File: src/humidity_temperature_compensation_macros.svh
// Assertion macros for the humidity and temperature compensation block.
`ifndef HUMIDITY_TEMPERATURE_COMPENSATION_MACROS_SVH
`define HUMIDITY_TEMPERATURE_COMPENSATION_MACROS_SVH
`ifndef SYNTH
// Checked property, ignored while reset is high
`define HTC_CHECK(lbl, clk, rst, prop) \
  lbl: assert property (@(posedge clk) disable iff (rst) prop) \
    else $error("htc check failed");
// Checked property, also during reset
`define HTC_CHECK_ALWAYS(lbl, clk, prop) \
  lbl: assert property (@(posedge clk) prop) else $error("htc check failed");
`else
`define HTC_CHECK(lbl, clk, rst, prop)
`define HTC_CHECK_ALWAYS(lbl, clk, prop)
`endif
`endif

File: src/htc_pkg.sv
// Shared types, constants and helpers of the compensation block.
`default_nettype none
package htc_pkg;
  localparam int FQ_DEPTH = 4;
  localparam int RQ_DEPTH = 32;
  localparam int PIPE_STAGES = 18;

  localparam logic [2:0] REG_T1 = 3'd0;
  localparam logic [2:0] REG_T2 = 3'd1;
  localparam logic [2:0] REG_T3 = 3'd2;
  localparam logic [2:0] REG_H13 = 3'd3;
  localparam logic [2:0] REG_H2 = 3'd4;
  localparam logic [2:0] REG_H4 = 3'd5;
  localparam logic [2:0] REG_H5 = 3'd6;
  localparam logic [2:0] REG_H6 = 3'd7;

  typedef struct packed {
    logic [19:0] raw_temperature;
    logic [15:0] raw_humidity;
  } item_t;

  typedef struct packed {
    logic [15:0]        t1;
    logic signed [15:0] t2;
    logic signed [15:0] t3;
    logic [15:0]        h13;
    logic signed [15:0] h2;
    logic signed [11:0] h4;
    logic signed [11:0] h5;
    logic signed [7:0]  h6;
  } trim_t;

  typedef struct packed {
    logic signed [31:0] fine_temperature;
    logic signed [31:0] temperature_centi;
    logic [16:0]        humidity_q10;
  } result_t;

  // Signed divide by 2**k, truncating toward zero
  function automatic logic signed [31:0] sdiv_pow2(input logic signed [31:0] v, input int k);
    logic [31:0]        mask;
    logic signed [31:0] sum;
    mask = (32'd1 << k) - 32'd1;
    sum = v + (v[31] ? $signed(mask) : 32'sd0);
    return sum >>> k;
  endfunction
endpackage
`default_nettype wire

File: src/htc_res_queue.sv
// Result queue between the datapath and the consumer.
`default_nettype none
`include "humidity_temperature_compensation_macros.svh"
module htc_res_queue import htc_pkg::*; (
  input  wire logic    clk,
  input  wire logic    rst,
  input  wire logic    wr,
  input  wire result_t wr_res,
  input  wire logic    pop,
  output logic         empty,
  output result_t      head
);
  localparam int AW = $clog2(RQ_DEPTH);

  result_t       mem [RQ_DEPTH];
  logic [AW-1:0] wr_ptr;
  logic [AW-1:0] rd_ptr;
  logic [AW:0]   count;
  logic          rd;

  assign empty = (count == '0);
  assign rd = pop && !empty;
  assign head = mem[rd_ptr];

  // storage
  always_ff @(posedge clk) begin
    if (wr) begin
      mem[wr_ptr] <= wr_res;
    end
  end

  // pointers and fill
  always_ff @(posedge clk) begin
    if (rst) begin
      wr_ptr <= '0;
      rd_ptr <= '0;
      count <= '0;
    end else begin
      if (wr) wr_ptr <= wr_ptr + 1'b1;
      if (rd) rd_ptr <= rd_ptr + 1'b1;
      count <= count + (AW+1)'(wr) - (AW+1)'(rd);
    end
  end

  // credit scheme must keep a slot free for every beat in flight
  `HTC_CHECK(no_overflow, clk, rst, !(wr && count == (AW+1)'(RQ_DEPTH)))
endmodule
`default_nettype wire
File: config.mk
export PLATFORM = sky130hd
export DESIGN_NAME = htc_res_queue
export DESIGN_NICKNAME = d
export VERILOG_FILES = /design/src/htc_pkg.sv /design/src/htc_res_queue.sv
export VERILOG_INCLUDE_DIRS = /design/src /design/src/src
export SDC_FILE = /design/constraint.sdc
export NUM_CORES = 2
export LEC_CHECK = 0
export BUFFER_PORTS_ARGS = -buffer_cell sky130_fd_sc_hd__buf_2
export CAP_MARGIN = 20
export CORE_MARGIN = 8
export CORE_UTILIZATION = 40
export DETAILED_ROUTE_END_ITERATION = 10
export HOLD_SLACK_MARGIN = 0.02
export SLEW_MARGIN = 20
export SYNTH_ARGS = -nofsm -noshare
export SYNTH_HDL_FRONTEND = slang
export SYNTH_SLANG_ARGS = --single-unit
File: constraint.sdc
create_clock -name clk -period 6.4 [get_ports clk]
set_input_delay 1.6 -clock clk [delete_from_list [all_inputs] [get_ports clk]]
set_output_delay 1.6 -clock clk [all_outputs]
set_load 0.02 [all_outputs]
After elaboration in Yosys (flattened, before gate mapping)
Memory sizes are Yosys's and may differ from the RTL's. A register that Yosys moved wholly into a read port is not among the register bits.
Cells that the tools add are included.

cells by class
  muxes and demuxes = 4
  add/subtract/negate cells = 4
  reductions and logical operators = 3

operators with widths
  kind                                                            number
  5-bit by 1-bit adder with 5-bit output (second input constant)  2
  5-bit two-way mux                                               2
  6-bit by 1-bit adder with 6-bit output                          1
  6-bit zero test                                                 1
  6-bit by 1-bit subtractor with 6-bit output                     1
  1-bit two-way mux                                               2
  1-bit logical AND                                               1
  1-bit zero test                                                 1

storage, ports and cells
  output and inout bits = 82
  register bits = 16
  bits in writable memories = 2592
  memories kept = 1
  input bits = 85
  word-level logic and storage cells = 15

memories
  memory  depth  bits a word  rd ports  clocked after memory_dff  write ports  RTL line             text
  mem     32     81           1         1                         1            htc_res_queue.sv:15  result_t mem [RQ_DEPTH];

Depth between registers and ports, before layout
  depth in word-level cells = 5
  depth in mapped cells = 14
  depth with buffers taken out = 14

Worst setup path after synthesis
Ideal clock, no wire load.

  path type = input -> register
  from = input port wr
  to = memory mem[15][0] (netlist name), enable pin
  cell stages on the path = 3
  data arrival time = 5.539 ns
  path buffers = 1
  required time = 5.877 ns
  slack = 0.338 ns
  library setup time = 0.523 ns
  cells stage by stage = clkbuf_1 -> nand2_1 -> nor2_1

between the ends
  longest elaborated chain between the ends = 2

RTL lines
  what                                     RTL line             text
  start: declaration                       htc_res_queue.sv:7   input wire logic wr,
  1-bit two-way mux                        htc_res_queue.sv:27  if (wr) begin
  1-bit two-way mux (implied by the code)  htc_res_queue.sv:28  mem[wr_ptr] <= wr_res;
  end: declaration                         htc_res_queue.sv:15

Every way passes these cells.

==> flow_summary.json <==
{
  "cts_buffers": 284,
  "grt_pass1_vias": 48870,
  "timing.fmax_mhz": 170.3,
  "gp_congestion": 0.7258,
  "dieArea_mm2": 0.2632,
  "rrSetupSlack_ns": 3.30,
  "core_area_mm2": 0.2457,
  "io_buffers": 166,
  "hold_viol": 0,
  "finalSetupViolations": 0,
  "crit_family": "buffers and inverters",
  "dr.first_iter.drc_count": 5690,
  "status": "finished, final reports clean",
  "synthFlopType": "edfxtp_1",
  "worstSetupEndpointType": "output pin",
  "final_common_cell": "edfxtp_1",
  "regArea_mm2": 0.07827,
  "die_h_um": 513.0,
  "dr.pass1.iters": 5,
  "drc": 0,
  "final_nets": 5008,
  "wl_per_cell_um": 30.51,
  "avgSynthCellArea_um2": 21.57,
  "cp_max_fo": 57,
  "area_growth_pct": 14.23,
  "slew_headroom_pct": 17.18,
  "die_w_um": 513.0,
  "yosys_warnings": 0,
  "required_ns": 4.80,
  "async_flop_share_pct": 0,
  "cellLeakagePower_nw": 33.72,
  "holdBufCountCts": 0,
  "powerDensity_mw_per_mm2": 345.6,
  "worst_hold_path_type": "register to register",
  "peakVddDrop_v": 0.0002261,
  "dp.cells": 7843,
  "crit_chain": "buf_4 > mux4_2 > o22ai_1 > nor4_2 > buf_2",
  "drt-total-wl_um": 254500,
  "synth_edf_count": 2592,
  "cts_resized": 0,
  "grt_pass1_wl_um": 358700,
  "synth_area_mm2": 0.09882,
  "seq_area_frac_synth_pct": 79.19,
  "grt_max_degree": 149,
  "final_cell_mix": "edfxtp_1, mux2i_1, mux4_2",
  "avgViaCountPerCell": 5.826,
  "netSwitchingFraction_pct": 23.93,
  "grt_overflow": 0,
  "power_frac_comb_pct": 12.1,
  "track_usage_pct": 18.75,
  "timing.final.crit_period_ns": 5.871,
  "drive_gt1_share_pct": 22.40,
  "ff2ff_path_depth": 4,
  "setup_tns_ns": 0,
  "rr_endpoint": "mem[11][6]$_DFFE_PP_",
  "multi_input_area_mm2": 0.01961,
  "rr_startpoint": "wr_ptr[0]$_SDFFE_PP0P_",
  "antenna_found_initial": 41,
  "hpwlAfterDp_um": 131100,
  "ios": 167,
  "drtAntennaViolNets": 0,
  "ctsHtreeMaxLevel": 5,
  "cp_slowest_cell": "buf_4",
  "cts_sinks": 2613,
  "p_sw_w": 0.009332,
  "start_kind": "register",
  "root_buffer": "clkbuf_16",
  "cts_max_path_buffers": 4,
  "post_cts_buffers": 0,
  "synth_nets": 4681,
  "critPathArrivalTime_ns": 4.27,
  "pwr-share-seq_pct": 48.9,
  "rsz0062_at_grt": "false",
  "drv_cap": 0,
  "critPathKind": "register to output pin",
  "total_power_w": 0.03901,
  "vias": 48600,
  "path_depth": 5,
  "synth_cells": 4582,
  "insertion_delay_ns": 0.92,
  "fin_worst_skew_ns": 0.06477,
  "fillCellCount": 20210,
  "cp.buffers_inverters": 2,
  "power_frac_clock_pct": 39.1,
  "clkSlewWorstSetupHoldPaths_ns": 0.06,
  "finalCritPeriodShare_pct": 91.73,
  "crit_end": "head[33]",
  "p_int_w": 0.02967,
  "cts_tree": "built",
  "ys_seq_elements": 2613,
  "layoutNonFillerInstCount": 8343,
  "ys_types": 44,
  "rows": 182,
  "tightest_slew_ns": 1.242,
  "slowest_delay_ns": 0.88,
  "slew_violations": 0,
  "initial_core_util_pct": 40.22
}
-- metrics by stage --
step	utilization, %	hold WS, ns	instance area, µm²	setup WS [ns]
global placement	42.41	0.5626	104200	1.368
global route	45.93	0.6256	112800	0.1981
detailed placement	42.44	0.5894	104300	1.471
finish	45.94	0.6018	112900	0.5291
CTS	45.92	0.6101	112800	0.4379
floorplan	-	0.4625	98820	0.3382
-- synthesized netlist by cell type, types with 2 or more instances --
library cell	number	area, µm²
a21oi_1	11	55.05
a32o_1	4	40.04
inv_1	15	56.30
dfxtp_1	21	420.4
mux4_2	408	9189
nor3_1	2	10.01
nor2b_1	9	56.30
or2_2	4	25.02
nand3_1	129	645.6
mux2i_1	481	4815
edfxtp_1	2592	77830
nor2_1	54	202.7
buf_6	2	22.52
a221oi_1	4	35.03
xnor2_1	2	17.52
or3_1	3	18.77
nand4_1	59	369.1
nand3b_1	3	22.52
xor2_1	7	61.31
nand2b_1	4	25.02
and2_1	7	43.79
nand2_1	26	97.59
buf_4	28	210.2
o21a_1	2	15.01
and3_1	2	12.51
buf_1	23	86.33
buf_2	117	585.6
a22oi_1	344	2582
ha_1	13	162.7
clkbuf_1	87	326.6
nor4_1	23	143.9
o22ai_1	84	525.5
-- registers in the layout, summed over array words and instances, names as in the netlist, named ones only --
register  count
wr_ptr        5
count         6
rd_ptr        5
mem        2592
-- how the worst min path moves through the flow --
| stage | startpoint | to | slack, ns | depth (start not counted) |
|---|---|---|---|---|
| finish | wr_ptr[1]$_SDFFE_PP0P_ | wr_ptr[1]$_SDFFE_PP0P_ | 0.60 | 2 |
| global route | wr_ptr[1]$_SDFFE_PP0P_ | wr_ptr[1]$_SDFFE_PP0P_ | 0.63 | 2 |
| CTS | rd_ptr[0]$_SDFFE_PP0N_ | rd_ptr[0]$_SDFFE_PP0N_ | 0.61 | 2 |
| detailed placement | rd_ptr[0]$_SDFFE_PP0N_ | register | 0.59 | 2 |
| global placement | wr_ptr[1]$_SDFFE_PP0P_ | wr_ptr[1]$_SDFFE_PP0P_ | 0.56 | 2 |
| floorplan | rd_ptr[1]$_SDFFE_PP0N_ | register | 0.46 | 2 |
-- logic make-up (layout without fill, tap and decap cells) --
| kind of cell | count (synthesis) | count (layout) | share of synthesized area, % |
|---|---|---|---|
| and+or+nand+nor | 331 | 331 | 1.744 |
| other | 0 | 15 | 0 |
| AOI/OAI and AO/OA | 453 | 453 | 3.321 |
| buffers and inverters | 273 | 799 | 1.308 |
| DFF | 2613 | 2613 | 79.19 |
| xor gates and xnor gates | 9 | 9 | 0.07977 |
| muxes | 889 | 889 | 14.17 |
| adders and majority gates | 14 | 14 | 0.1849 |
-- power by group through the flow --
stage / Combinational [W] / Clock, W / Sequential, W
global route: 0.00503 / 0.0162 / 0.0191
CTS: 0.00480 / 0.0155 / 0.0191
floorplan: 0.00316 / 0 / 0.0193
global placement: 0.00472 / 0 / 0.0194
finish: 0.00470 / 0.0152 / 0.0191
detailed placement: 0.00479 / 0 / 0.0194
-- metal layers --
metal | vias to the layer above | part of all wire (%) | global-route usage [%]
met2 | 1904 | 48 | 29.98
met5 | - | 0.050 | 0
li1 | 20060 | - | -
met1 | 26210 | 42 | 26.17
met3 | 407 | 8.3 | 4.205
met4 | 20 | 2.4 | 4.955
-- tightest hold or removal path, delay by kind of cell (launching register included) --
| kind | cells | cell delay [ns] |
|---|---|---|
| muxes | 1 | 0.15 |
| DFF | 1 | 0.35 |
| and+or+nand+nor | 1 | 0.06 |
-- final cells by class --
cell class              count  share of cell area, %
flip-flops and latches   2613                  69.34
multi-input cells        1696                  17.37
clock buffers             337                  6.622
well taps                3220                  3.569
repair buffers            299                  2.046
clock inverters           148                 0.9721
inverters                  15                0.04988
diodes                     15                0.03325
No activity file was read; power rests on OpenSTA's default activity.
