==> src/humidity_temperature_compensation_macros.svh <==
// Assertion macros for the humidity and temperature compensation block.
`ifndef HUMIDITY_TEMPERATURE_COMPENSATION_MACROS_SVH
`define HUMIDITY_TEMPERATURE_COMPENSATION_MACROS_SVH
`ifndef SYNTH
// Checked property, ignored while reset is high
`define HTC_CHECK(lbl, clk, rst, prop) \
  lbl: assert property (@(posedge clk) disable iff (rst) prop) \
    else $error("htc check failed");
// Checked property, also during reset
`define HTC_CHECK_ALWAYS(lbl, clk, prop) \
  lbl: assert property (@(posedge clk) prop) else $error("htc check failed");
`else
`define HTC_CHECK(lbl, clk, rst, prop)
`define HTC_CHECK_ALWAYS(lbl, clk, prop)
`endif
`endif

==> src/htc_pkg.sv <==
// Shared types, constants and helpers of the compensation block.
`default_nettype none
package htc_pkg;
  localparam int FQ_DEPTH = 4;
  localparam int RQ_DEPTH = 32;
  localparam int PIPE_STAGES = 18;

  localparam logic [2:0] REG_T1 = 3'd0;
  localparam logic [2:0] REG_T2 = 3'd1;
  localparam logic [2:0] REG_T3 = 3'd2;
  localparam logic [2:0] REG_H13 = 3'd3;
  localparam logic [2:0] REG_H2 = 3'd4;
  localparam logic [2:0] REG_H4 = 3'd5;
  localparam logic [2:0] REG_H5 = 3'd6;
  localparam logic [2:0] REG_H6 = 3'd7;

  typedef struct packed {
    logic [19:0] raw_temperature;
    logic [15:0] raw_humidity;
  } item_t;

  typedef struct packed {
    logic [15:0]        t1;
    logic signed [15:0] t2;
    logic signed [15:0] t3;
    logic [15:0]        h13;
    logic signed [15:0] h2;
    logic signed [11:0] h4;
    logic signed [11:0] h5;
    logic signed [7:0]  h6;
  } trim_t;

  typedef struct packed {
    logic signed [31:0] fine_temperature;
    logic signed [31:0] temperature_centi;
    logic [16:0]        humidity_q10;
  } result_t;

  // Signed divide by 2**k, truncating toward zero
  function automatic logic signed [31:0] sdiv_pow2(input logic signed [31:0] v, input int k);
    logic [31:0]        mask;
    logic signed [31:0] sum;
    mask = (32'd1 << k) - 32'd1;
    sum = v + (v[31] ? $signed(mask) : 32'sd0);
    return sum >>> k;
  endfunction
endpackage
`default_nettype wire

==> src/htc_front.sv <==
// Input queue: takes sample pairs and hands them to the datapath.
`default_nettype none
module htc_front import htc_pkg::*; (
  input  wire logic  clk,
  input  wire logic  rst,
  input  wire logic  push,
  input  wire item_t push_item,
  output logic       full,
  output logic       has_item,
  input  wire logic  take,
  output item_t      head
);
  localparam int AW = $clog2(FQ_DEPTH);

  item_t            mem [FQ_DEPTH];
  logic [AW-1:0]    wr_ptr;
  logic [AW-1:0]    rd_ptr;
  logic [AW:0]      count;
  logic             wr;
  logic             rd;

  assign full = (count == (AW+1)'(FQ_DEPTH));
  assign has_item = (count != '0);
  assign wr = push && !full;
  assign rd = take && has_item;
  assign head = mem[rd_ptr];

  // storage
  always_ff @(posedge clk) begin
    if (wr) begin
      mem[wr_ptr] <= push_item;
    end
  end

  // pointers and fill
  always_ff @(posedge clk) begin
    if (rst) begin
      wr_ptr <= '0;
      rd_ptr <= '0;
      count <= '0;
    end else begin
      if (wr) wr_ptr <= wr_ptr + 1'b1;
      if (rd) rd_ptr <= rd_ptr + 1'b1;
      count <= count + (AW+1)'(wr) - (AW+1)'(rd);
    end
  end
endmodule
`default_nettype wire

==> config.mk <==
export PLATFORM = sky130hd
export DESIGN_NAME = htc_front
export DESIGN_NICKNAME = d
export VERILOG_FILES = /design/src/humidity_temperature_compensation_macros.svh /design/src/htc_pkg.sv /design/src/htc_front.sv
export SDC_FILE = /design/constraint.sdc
export NUM_CORES = 1
export LEC_CHECK = 0
export BUFFER_PORTS_ARGS = -buffer_cell sky130_fd_sc_hd__buf_2
export CAP_MARGIN = 20
export CORE_ASPECT_RATIO = 1.25
export CORE_MARGIN = 4
export CORE_UTILIZATION = 57
export CTS_CLUSTER_DIAMETER = 150
export DETAILED_ROUTE_END_ITERATION = 8
export HOLD_SLACK_MARGIN = 0.05
export PLACE_DENSITY = 0.79
export SYNTH_ARGS = -nofsm -noshare
export SYNTH_HDL_FRONTEND = slang
export SYNTH_SLANG_ARGS = --single-unit
==> constraint.sdc <==
create_clock -name clk -period 2.6 [get_ports clk]
set_clock_uncertainty 0.15 [all_clocks]
set_input_delay 0.13 -clock clk [delete_from_list [all_inputs] [get_ports clk]]
set_output_delay 0.13 -clock clk [all_outputs]
set_load 0.02 [all_outputs]
== Word-level counts from Yosys, hierarchy flattened ==
Memory sizes are Yosys's and may differ from the RTL's. A register that Yosys moved wholly into a read port is not among the register bits.
Index checks and enable logic that the tools add are counted.

* Input port bits: 40
* RAM bits: 144
* Memories: 1
* Register bits: 7
* Output and inout bits: 38
* Logic and storage cells: 17

* Multiplexer cells: 4
* Reduce and logical (&&, ||, !) cells: 4
* Add/subtract/negate cells: 4
* Equality and inequality tests: 1

{| class="wikitable"
|+ Memories
! name !! words !! bits a word !! read ports !! clocked after memory_dff !! wr ports !! line !! source
|-
| mem || 4 || 36 || 1 || 1 || 1 || htc_front.sv:15 || <nowiki>item_t mem [FQ_DEPTH];</nowiki>
|}

{| class="wikitable"
|+ Operators by type and width
! kind !! number
|-
| $add A2 B1 Y2 const B || 2
|-
| $mux W2 || 2
|-
| $add A3 B1 Y3 || 1
|-
| $eq A3 B3 Y1 const B || 1
|-
| $reduce_bool A3 Y1 || 1
|-
| $sub A3 B1 Y3 || 1
|-
| $logic_and A1 B1 Y1 || 2
|-
| $mux W1 || 2
|-
| $logic_not A1 Y1 || 1
|}

== Depth between registers and ports, before layout ==
Gate-level depths: netlist of run 1.

* Depth after elaboration: 5
* Gate-level depth with buffers: 11
* Gate-level depth less buffers: 11

== Worst setup path before layout of run 1 ==
OpenSTA, ideal clock, no wires.

* Path kind: register to register
* Start point: register count[1]
* End point: register count[2]
* Setup slack: 154 ps
* Period minus slack after synthesis: 2446 ps
* Arrival: 2219 ps
* Buffers on the path: 0
* Cell stages (with the launch flop): 12
* Cells stage by stage: dfxtp_1 nor3b_2 nor2_1 inv_1 ha_1 inv_1 ha_1 inv_1 fa_1 xor2_1 and2_1 nor3_1

* Cells in the longest elaborated chain, start to end: 5
* Elaborated cells on any way between the ends: 7
* Those cells by class: add/sub: 2; eq/ne: 1; reduce/logical: 4

{| class="wikitable"
|+ Ends and longest elaborated chain
! what !! line !! source
|-
| from (decl) || htc_front.sv:18 || <nowiki>logic [AW:0] count;</nowiki>
|-
| from (signal assigned) || htc_front.sv:44 || <nowiki>count <= count + (AW+1)'(wr) - (AW+1)'(rd);</nowiki>
|-
| $eq A3 B3 Y1 || htc_front.sv:22 || <nowiki>assign full = (count == (AW+1)'(FQ_DEPTH));</nowiki>
|-
| named net full || htc_front.sv:8 || <nowiki>output logic full,</nowiki>
|-
| $logic_not A1 Y1 || htc_front.sv:24 || <nowiki>assign wr = push && !full;</nowiki>
|-
| $logic_and A1 B1 Y1 || htc_front.sv:24 ||
|-
| $add A3 B1 Y3 || htc_front.sv:44 ||
|-
| $sub A3 B1 Y3 || htc_front.sv:44 ||
|}

The timed path passes the listed nets, and every way through them passes these cells.
A chain may end at the register's enable or synchronous reset.

== Worst setup path in the final report of run 1 ==
* Start point: register count[2]
* End point: register count[2]

* Cells in the longest elaborated chain, start to end: 5
* Elaborated cells on any way between the ends: 7
* Those cells by class: add/sub: 2; eq/ne: 1; reduce/logical: 4

{| class="wikitable"
|+ Ends and longest elaborated chain
! what !! line
|-
| $eq A3 B3 Y1 || htc_front.sv:22
|-
| $logic_not A1 Y1 || htc_front.sv:24
|-
| $logic_and A1 B1 Y1 || htc_front.sv:24
|-
| $add A3 B1 Y3 || htc_front.sv:44
|-
| $sub A3 B1 Y3 (*) || htc_front.sv:44
|}

Every way passes the cells marked *; elsewhere a longest branch is shown, timed or not.

==> impl_metrics.json, run 1 <==
{
  "status": "finished, final reports clean",
  "hold_path.class": "primary input to flip-flop",
  "post-route-cell-area_um2": 7210,
  "drt-vias-per-instance": 5.48,
  "first_pass_iters": 4,
  "finalSetupViolations": 0,
  "synthSimpleGateAreaFrac_pct": 1.79,
  "ys_seq_area_share_pct": 78.8,
  "rr_worst_depth": 11,
  "period_share_pct": 91.7,
  "h-tree-depth": 4,
  "synth_top_family_by_area": "multiplexers",
  "synth-warning-count": 0,
  "relSlewSlack_pct": 67.6,
  "portBuffers": 77,
  "diodes": 0,
  "cp.arrival_ns": 2.55,
  "grt_max_degree": 25,
  "place_area_um2": 6270,
  "timing.setup.tns_ns": 0,
  "die_w_um": 97.6,
  "busiest_layer": "met2",
  "synthXorXnorAreaFrac_pct": 0.460,
  "max_freq_mhz": 420,
  "vias": 2805,
  "slew_viol_final": 0,
  "r2r_start": "count[2]",
  "grt_pass1_vias": 3031,
  "area_growth_pct": 26.1,
  "hold_depth": 2,
  "row_count": 40,
  "dieArea_um2": 11700,
  "period_needed_ns": 2.38,
  "postSynthCellCount": 237,
  "worst_pin_slew_ns": 0.486,
  "clk_latency_ns": 0.40,
  "start_util_pct": 58.9,
  "synth_top_area_share_pct": 75.6,
  "drtIter0Drc": 175,
  "crit_path_start_kind": "flip-flop",
  "postRouteAntennaNets": 0,
  "worstReg2RegEnd": "count[2]",
  "crit_required_ns": 2.77,
  "gr-usage-met1_pct": 23.8,
  "cts_sinks": 153,
  "syn-mean-instance-area_um2": 24.1,
  "routed_wl_um": 10200,
  "grt_use_met2_pct": 32.3,
  "grtUsageMet3_pct": 5.87,
  "antenna_found_initial": 0,
  "numCtsBuffers": 17,
  "hold_viol_final": 0,
  "post_cts_resized": 0,
  "grt_overflow": 0,
  "peakVddDrop_v": 0.000587,
  "cts-root-buf": "clkbuf_16",
  "rsz0062_at_grt": "false",
  "nets": 422,
  "p_leak_nw": 2.55,
  "place_hpwl_um": 6120,
  "powerDensity_nw_per_um2": 991,
  "min_from": "push_item[14]",
  "synth_compound_area_share_pct": 0.482,
  "postCtsSetupBuffers": 0,
  "gp_congestion": 0.711,
  "synth_cell_types": 26,
  "synth_area_leader_cell": "edfxtp_1",
  "wire_per_inst_um": 20.0,
  "cts_tree": "done",
  "netlist_area_um2": 5720,
  "cp_max_fo": 5,
  "synth_area_leaders": "edfxtp_1 76%, mux4_2 12%, dfxtp_1 3.2%",
  "drc_errors": 0,
  "grt_usage_pct": 19.0,
  "cts-hold-fix-buffers": 39,
  "grt_pass1_wl_um": 16500,
  "die_y_um": 120,
  "synthAdderAreaFrac_pct": 1.66,
  "synth.ff_latch_count": 153,
  "whs_ns": 0.325,
  "r2r_slack_ns": 0.22,
  "io_pins": 78,
  "clkTransAtPathRegs_ns": 0.07,
  "worstHoldEndpoint": "mem[2][14]",
  "cp-end-kind": "flip-flop",
  "cap_viol_max_count": 0,
  "worstSetupPathType": "flip-flop to flip-flop",
  "synth_nets": 284,
  "layout-drive-gt1-share_pct": 39.1,
  "clockBufferDepth": 2,
  "synthMuxAreaShare_pct": 14.8,
  "core_area_um2": 9710
}
## cell usage after synthesis
library cell and instances:
mux2i_1 1, mux4_1 6, or3_1 2, mux4_2 30, o31a_1 1, xor2_1 2
clkbuf_1 1, xnor2_1 1, o21ai_0 1, nor2_1 6, o311ai_0 1, inv_1 6
ha_1 6, nor2b_1 1, and2_1 5, nor3b_2 1, edfxtp_1 144, fa_1 1
a21oi_1 1, buf_12 3, nand2b_1 2, clkbuf_2 1, buf_2 3, nor3_1 1
dfxtp_1 9, buf_6 1
## layout make-up
cell class	instances	area (um2)
Clock inverter	10	105
Sequential cell	153	4510
Inverter	6	22.5
Multi-Input combinational cell	69	1100
Tap cell	126	158
Clock buffer	20	437
Timing Repair Buffer	128	878
Fill cell	550	2500
## flip-flops by register name (all words and copies together), names as in the netlist, named ones only
register,flops
mem,144
wr_ptr,2
rd_ptr,2
count,3
## worst max-delay path, stage by stage, from the launching register on
cell     delay (ns)
dfxtp_1        0.41
nor3b_2        0.31
nor2_1         0.09
inv_1          0.07
ha_1           0.22
inv_1          0.05
ha_1           0.13
inv_1          0.05
fa_1           0.37
xor2_1         0.16
and2_1         0.17
nor3_1         0.13
## how the worst max path moves through the flow
stage / cells past startpoint / startpoint / slack [ns] / end
6_report: 11 / count[2] / 0.22 / count[2]
5_1_grt: 11 / count[2] / 0.03 / count[2]
4_1_cts: 11 / count[2] / 0.22 / count[2]
3_5_place_dp: 11 / count[2] / 0.23 / count[2]
3_3_place_gp: 11 / count[1] / 0.40 / count[2]
2_1_floorplan: 11 / count[1] / 0.15 / count[2]
## stage by stage
stage / utilization (%) / cells / power [W] / setup WS (ns)
global route: 74.2 / 512 / 0.00748 / 0.0306
CTS: 74.2 / 512 / 0.00720 / 0.224
floorplan: - / 237 / 0.00443 / 0.154
finish: 74.2 / 512 / 0.00714 / 0.217
global placement: 64.6 / 443 / 0.00486 / 0.400
detailed placement: 64.6 / 443 / 0.00492 / 0.231
## layout by cell type, fill, tap and decap left out, drive strengths merged
cell type    synthesis  final
edfxtp             144    144
buf                  7     89
dlygate4sd3          0     39
mux4                36     36
clkbuf               2     20
dfxtp                9      9
clkinv               0      8
inv                  6      6
nor2                 6      6
ha                   6      6
and2                 5      5
or3                  2      2
xor2                 2      2
nand2b               2      2
bufinv               0      2
o31a                 1      1
nor3b                1      1
nor2b                1      1
o21ai                1      1
a21oi                1      1
xnor2                1      1
o311ai               1      1
mux2i                1      1
nor3                 1      1
fa                   1      1
## logic make-up after synthesis
kind of cell | Yosys count
compound gates | 4
xor+xnor | 3
fa+ha+maj | 7
buf+inv | 15
flops | 153
mux | 37
simple gates | 18
## report_power, final
part	switching [W]	internal [W]	leakage, nW
Sequential	0.000120	0.00300	1.39
Clock	0.000862	0.00139	0.268
Combinational	0.000989	0.000782	0.886
Total	0.00197	0.00517	2.55
## layer usage
layer	wire length, um	share of wire, %	vias up
li1	-	-	1273
met1	3930	38	1429
met2	5510	54	99
met3	724	7.1	4
met4	48	0.47	0
met5	0	0	-
No activity file was read; power rests on OpenSTA's default activity.
==> run 2, diff against run 1 <==
--- a/config.mk
+++ b/config.mk
@@ -14,6 +14,7 @@
 export DETAILED_ROUTE_END_ITERATION = 8
 export HOLD_SLACK_MARGIN = 0.05
 export PLACE_DENSITY = 0.79
+export REMOVE_ABC_BUFFERS = 1
 export SYNTH_ARGS = -nofsm -noshare
 export SYNTH_HDL_FRONTEND = slang
 export SYNTH_SLANG_ARGS = --single-unit
==> run 2 against run 1 <==
  * Via count is 0.36% lower
  * Critical path depth is 8 lower
  * Non-clock buffer count stayed put
  * Critical endpoint is now head[32]
  * Largest power group unchanged
==> impl_metrics.json, run 2 (same netlist as run 1, synthesis figures left out) <==
{
  "diodes": 0,
  "highest_layer": "met4",
  "hold_path.class": "primary input to flip-flop",
  "clkTransAtPathRegs_ns": 0.06,
  "peakVddDrop_v": 0.000687,
  "period_needed_ns": 2.31,
  "cp_max_fo": 13,
  "gp_congestion": 0.669,
  "worst_pin_slew_ns": 0.460,
  "r2r_start": "count[2]",
  "nets": 422,
  "postRouteAntennaNets": 0,
  "cts_sinks": 153,
  "hold_viol_final": 0,
  "largest_register": "mem",
  "area_growth_pct": 26.8,
  "numCtsBuffers": 17,
  "place_hpwl_um": 6100,
  "start_util_pct": 58.9,
  "cap_viol_max_count": 0,
  "routed_wl_um": 10300,
  "wire_per_inst_um": 20.0,
  "finalSetupViolations": 0,
  "layout_common_cells": "144 x edfxtp_1, 77 x buf_2, 39 x dlygate4sd3_1",
  "relSlewSlack_pct": 69.3,
  "grt_usage_pct": 19.1,
  "die_w_um": 97.6,
  "vias": 2795,
  "slew_viol_final": 0,
  "wl_met3_um": 568,
  "grt_overflow": 0,
  "cp.arrival_ns": 2.03,
  "min_from": "push_item[22]",
  "dp_cells": 443,
  "portBuffers": 77,
  "h-tree-depth": 4,
  "fin_util_pct": 74.7,
  "antenna_found_initial": 0,
  "drc_errors": 0,
  "row_count": 40,
  "cp-end-kind": "primary output",
  "largest_reg_flops": 144,
  "worstSetupPathType": "flip-flop to primary output",
  "cts_tree": "done",
  "layout_commonest_cell": "edfxtp_1",
  "grt_pass1_vias": 3116,
  "crit_path_start_kind": "flip-flop",
  "first_pass_iters": 4,
  "die_y_um": 120,
  "reg_top3": "mem x144, count x3",
  "crit_required_ns": 2.32,
  "fill_cells": 529,
  "post_cts_resized": 0,
  "cts-root-buf": "clkbuf_16",
  "period_share_pct": 88.9,
  "clk_latency_ns": 0.41,
  "grt_max_degree": 22,
  "grt_pass1_wl_um": 16500,
  "layout-drive-gt1-share_pct": 39.4,
  "dieArea_um2": 11700,
  "powerDensity_nw_per_um2": 994,
  "final_cells": 514,
  "io_pins": 78,
  "drtIter0Drc": 207,
  "clockBufferDepth": 2,
  "status": "finished, final reports clean",
  "rsz0062_at_grt": "false",
  "core_area_um2": 9710,
  "p_leak_nw": 2.57,
  "wl_met1_um": 3980,
  "drt-vias-per-instance": 5.44,
  "max_freq_mhz": 433,
  "dr_wl_met2_um": 5460
}
[run 2: stage by stage]
stage / power (W) / instance area (um2) / hold WS (ns) / setup TNS (ns) / setup WS (ns)
after floorplan: 0.00432 / 5620 / 0.0467 / -0.199 / -0.0331
after global placement: 0.00490 / 6300 / 0.191 / 0 / 0.394
after detailed placement: 0.00495 / 6300 / 0.197 / 0 / 0.310
after CTS: 0.00728 / 7250 / 0.298 / 0 / 0.238
after global routing: 0.00754 / 7250 / 0.314 / 0 / 0.135
final: 0.00720 / 7250 / 0.318 / 0 / 0.289
[run 2: cell type report]
type	instances	area [um2]	area share, %
clock buffers	26	522	7.20
repair buffers	128	903	12.5
multi-input cells	69	1100	15.2
clock inverters	6	36.3	0.501
flip-flops and latches	153	4510	62.2
inverters	6	22.5	0.311
well taps	126	158	2.18
[run 2: critical path, cell delays in order (launching register included)]
cell	delay, ns
dfxtp_2	0.61
buf_12	0.23
mux4_1	0.58
buf_2	0.18
[run 2: power breakdown]
group	switching [W]	internal, W
Clock	0.000889	0.00138
Combinational	0.000951	0.000816
Sequential	0.000164	0.00300
[run 2: repair_timing]
action,4_1_cts,5_1_grt
hold buffers,39,0
endpoints found under the hold margin,153,0
buffers inserted,0,0
[run 2: final timing paths]
kind,cells past startpoint,end,slack [ns]
max,3,head[32],0.29
min,2,mem[2][22],0.32
max reg2reg,11,count[2],0.33
min reg2reg,2,wr_ptr[1],0.36
[run 2: metal layers]
| layer | GRT usage, % | vias up |
|---|---|---|
| met3 | 5.76 | 21 |
| met5 | 0 | - |
| li1 | - | 1268 |
| met1 | 22.8 | 1413 |
| met4 | 8.14 | 0 |
| met2 | 32.4 | 93 |
==> run 3, diff against run 2 <==
--- a/config.mk
+++ b/config.mk
@@ -5,6 +5,7 @@
 export SDC_FILE = /design/constraint.sdc
 export NUM_CORES = 1
 export LEC_CHECK = 0
+export ABC_AREA = 1
 export BUFFER_PORTS_ARGS = -buffer_cell sky130_fd_sc_hd__buf_2
 export CAP_MARGIN = 20
 export CORE_ASPECT_RATIO = 1.25
@@ -12,6 +13,7 @@
 export CORE_UTILIZATION = 57
 export CTS_CLUSTER_DIAMETER = 150
 export DETAILED_ROUTE_END_ITERATION = 8
+export GPL_TIMING_DRIVEN = 0
 export HOLD_SLACK_MARGIN = 0.05
 export PLACE_DENSITY = 0.79
 export REMOVE_ABC_BUFFERS = 1
==> constraint.sdc (replaced) <==
create_clock -name clk -period 2.6 [get_ports clk]
set_clock_uncertainty 0.15 [all_clocks]
set_input_delay 0.13 -clock clk [delete_from_list [all_inputs] [get_ports clk]]
set_output_delay 0.13 -clock clk [all_outputs]
set_load 0.005 [all_outputs]
==> run 3 against run 2 <==
  * Final cell count rose by 31%
  * Flip-flop and latch count is the same
  * First-iteration DRC count up 7.7%
  * Highest routed layer unchanged
  * Sequential power hardly changed
  * Sequential share of layout area fell by 1.1 points
  * Clock-buffer cell count decreased by 8
  * Maximum frequency decreased by 4.6%
==> impl_metrics.json, run 3 <==
{
  "status": "finished, final reports clean",
  "cp_top_family": "adder cells",
  "place_area_um2": 6380,
  "layout_commonest_cell": "edfxtp_1",
  "seqPwrFrac_pct": 44.4,
  "layout-drive-gt1-share_pct": 22.2,
  "grt_max_degree": 73,
  "crit_chain": "nor2_2 -> nand2_2 -> nand2_1 -> ha_1 -> inv_1 -> ha_1 -> inv_1 -> fa_1 -> o21ai_0 -> nor2_1",
  "place_hpwl_um": 6190,
  "dieArea_um2": 12000,
  "min_from": "rst",
  "slowest_stage": "fa_1",
  "cts_tree": "done",
  "cts-root-buf": "clkbuf_16",
  "largest_register": "mem",
  "relSlewSlack_pct": 46.6,
  "start_util_pct": 58.2,
  "layout_common_cells": "144 x edfxtp_1, 80 x nor2_1, 77 x buf_2",
  "drc_errors": 0,
  "synth_top_family_by_area": "compound AO/OA/AOI/OAI gates",
  "slowest_delay_ns": 0.38,
  "p_int_w": 0.00519,
  "synthFlopType": "edfxtp_1",
  "cap_viol_max_count": 0,
  "grt_pass1_wl_um": 17900,
  "dr_wl_met2_um": 6030,
  "synth.most_common_cell": "edfxtp_1",
  "die_y_um": 121,
  "worstSetupPathType": "flip-flop to flip-flop",
  "synth.ff_latch_count": 153,
  "max_freq_mhz": 413,
  "finalSetupViolations": 0,
  "cp.arrival_ns": 2.58,
  "p_total_w": 0.00712,
  "grt_usage_pct": 20.0,
  "grt_overflow": 0,
  "clockBufferDepth": 2,
  "rr_worst_depth": 10,
  "crit_required_ns": 2.76,
  "vias": 3684,
  "synth_area_leader_cell": "edfxtp_1",
  "crit_path_start_kind": "flip-flop",
  "timing.setup.tns_ns": 0,
  "synth_cell_types": 20,
  "highest_layer": "met4",
  "fill_cells": 649,
  "portBuffers": 77,
  "period_needed_ns": 2.42,
  "wl_met1_um": 4420,
  "clock_power_share_pct": 34.9,
  "hold_path.class": "primary input to flip-flop",
  "largest_reg_flops": 144,
  "p_leak_nw": 2.69,
  "p_sw_w": 0.00193,
  "slew_viol_final": 0,
  "area_growth_pct": 26.1,
  "peakVddDrop_v": 0.000669,
  "syn-mean-instance-area_um2": 14.1,
  "r2r_start": "count[1]",
  "period_share_pct": 93.2,
  "postLayoutSetupSlackWorst_ns": 0.176,
  "synth_edf_count": 144,
  "routed_wl_um": 11400,
  "diodes": 0,
  "h-tree-depth": 4,
  "clkTransAtPathRegs_ns": 0.06,
  "combPwrFrac_pct": 20.7,
  "ys_seq_area_share_pct": 76.9,
  "post-route-cell-area_um2": 7390,
  "grt_pass1_vias": 3717,
  "clk_latency_ns": 0.42,
  "synthAdderAreaFrac_pct": 1.62,
  "wl_met3_um": 740,
  "drtIter0Drc": 223,
  "synthSimpleGateAreaFrac_pct": 6.60,
  "first_pass_iters": 5,
  "hold_viol_final": 0,
  "synthMuxAreaShare_pct": 0,
  "postSynthCellCount": 414,
  "synth_compound_area_share_pct": 10.7,
  "async_flop_share_pct": 0,
  "core_area_um2": 10100,
  "pre_cts_ws_ns": 0.170,
  "netlist_area_um2": 5860,
  "critPathBufInv": 2,
  "cp.depth": 10,
  "io_pins": 78,
  "synth_commonest_cells": "144 x edfxtp_1, 84 x nor2_1, 58 x o21ai_1",
  "numCtsBuffers": 17,
  "worstSetupStartpoint": "count[1]",
  "drt-vias-per-instance": 5.47,
  "worst_pin_slew_ns": 0.802,
  "nets": 579,
  "rsz0062_at_grt": "false",
  "cp_max_fo": 6,
  "synth_area_leaders": "edfxtp_1 74%, nor2_1 5.4%, o21ai_1 5.0%",
  "antenna_found_initial": 0,
  "reg_top3": "mem x144, count x3",
  "powerDensity_nw_per_um2": 964,
  "die_w_um": 98.7,
  "wire_per_inst_um": 16.9,
  "row_count": 41,
  "cts_sinks": 153,
  "gp_congestion": 0.708,
  "synth-warning-count": 0,
  "synth_top_area_share_pct": 73.8,
  "hold_depth": 3,
  "cp-end-kind": "flip-flop",
  "sw_frac_of_total_pct": 27.1,
  "synthXorXnorAreaFrac_pct": 0,
  "postRouteAntennaNets": 0
}
[run 3: worst reg2reg max path: cells and delay by family, from the launching register on]
kind	cells	cell delay [ns]
fa+ha+maj	3	0.82
simple gates	4	0.72
flops	1	0.36
compound gates	1	0.18
buf+inv	2	0.10
[run 3: kinds of logic after synthesis]
family	count (synthesis)
AND/OR/NAND/NOR	100
adder cells (fa/ha/maj)	7
buffers and inverters	39
AO/OA/AOI/OAI	115
flip-flops	153
[run 3: per-layer routing]
layer	track usage (%)	up-vias
met5	0	-
met4	8.97	0
met3	6.84	18
met2	33.1	115
met1	23.7	1778
li1	-	1773
[run 3: what timing repair did]
| item | CTS | global route |
|---|---|---|
| hold buffers | 39 | 0 |
| endpoints found under the setup margin | 0 | 1 |
| setup buffers | 0 | 0 |
| gates resized for setup | 0 | 1 |
| endpoints found under the hold margin | 153 | 0 |
[run 3: path summary, 6_finish.rpt]
| kind | endpoint | slack, ns |
|---|---|---|
| worst min-delay path | count[0] | 0.29 |
| worst max register to register | count[2] | 0.18 |
| worst min register to register | rd_ptr[0] | 0.36 |
| worst max-delay path | count[2] | 0.18 |
[run 3: final cells by class]
type                    instances  area [um2]  area share (%)
clock buffers                  18         429            5.81
clock inverters                14         179            2.42
inverters                      17        71.3           0.966
multi-input cells             222        1140            15.4
flip-flops and latches        153        4510            61.1
well taps                     129         161            2.19
repair buffers                121         898            12.2
[run 3: power by group through the flow]
stage | registers, W | logic (W) | clock network, W
3_5_place_dp | 0.00321 | 0.00143 | 0
2_1_floorplan | 0.00321 | 0.000746 | 0
5_1_grt | 0.00319 | 0.00164 | 0.00263
3_3_place_gp | 0.00328 | 0.00123 | 0
6_report | 0.00316 | 0.00148 | 0.00248
4_1_cts | 0.00316 | 0.00149 | 0.00250
[run 3: per-stage QoR]
stage	hold WS (ns)	util [%]	instances
floorplan	0.0467	-	392
global placement	0.164	62.0	598
detailed placement	0.172	63.5	603
CTS	0.268	73.4	674
global route	0.319	73.5	674
finish	0.292	73.5	674
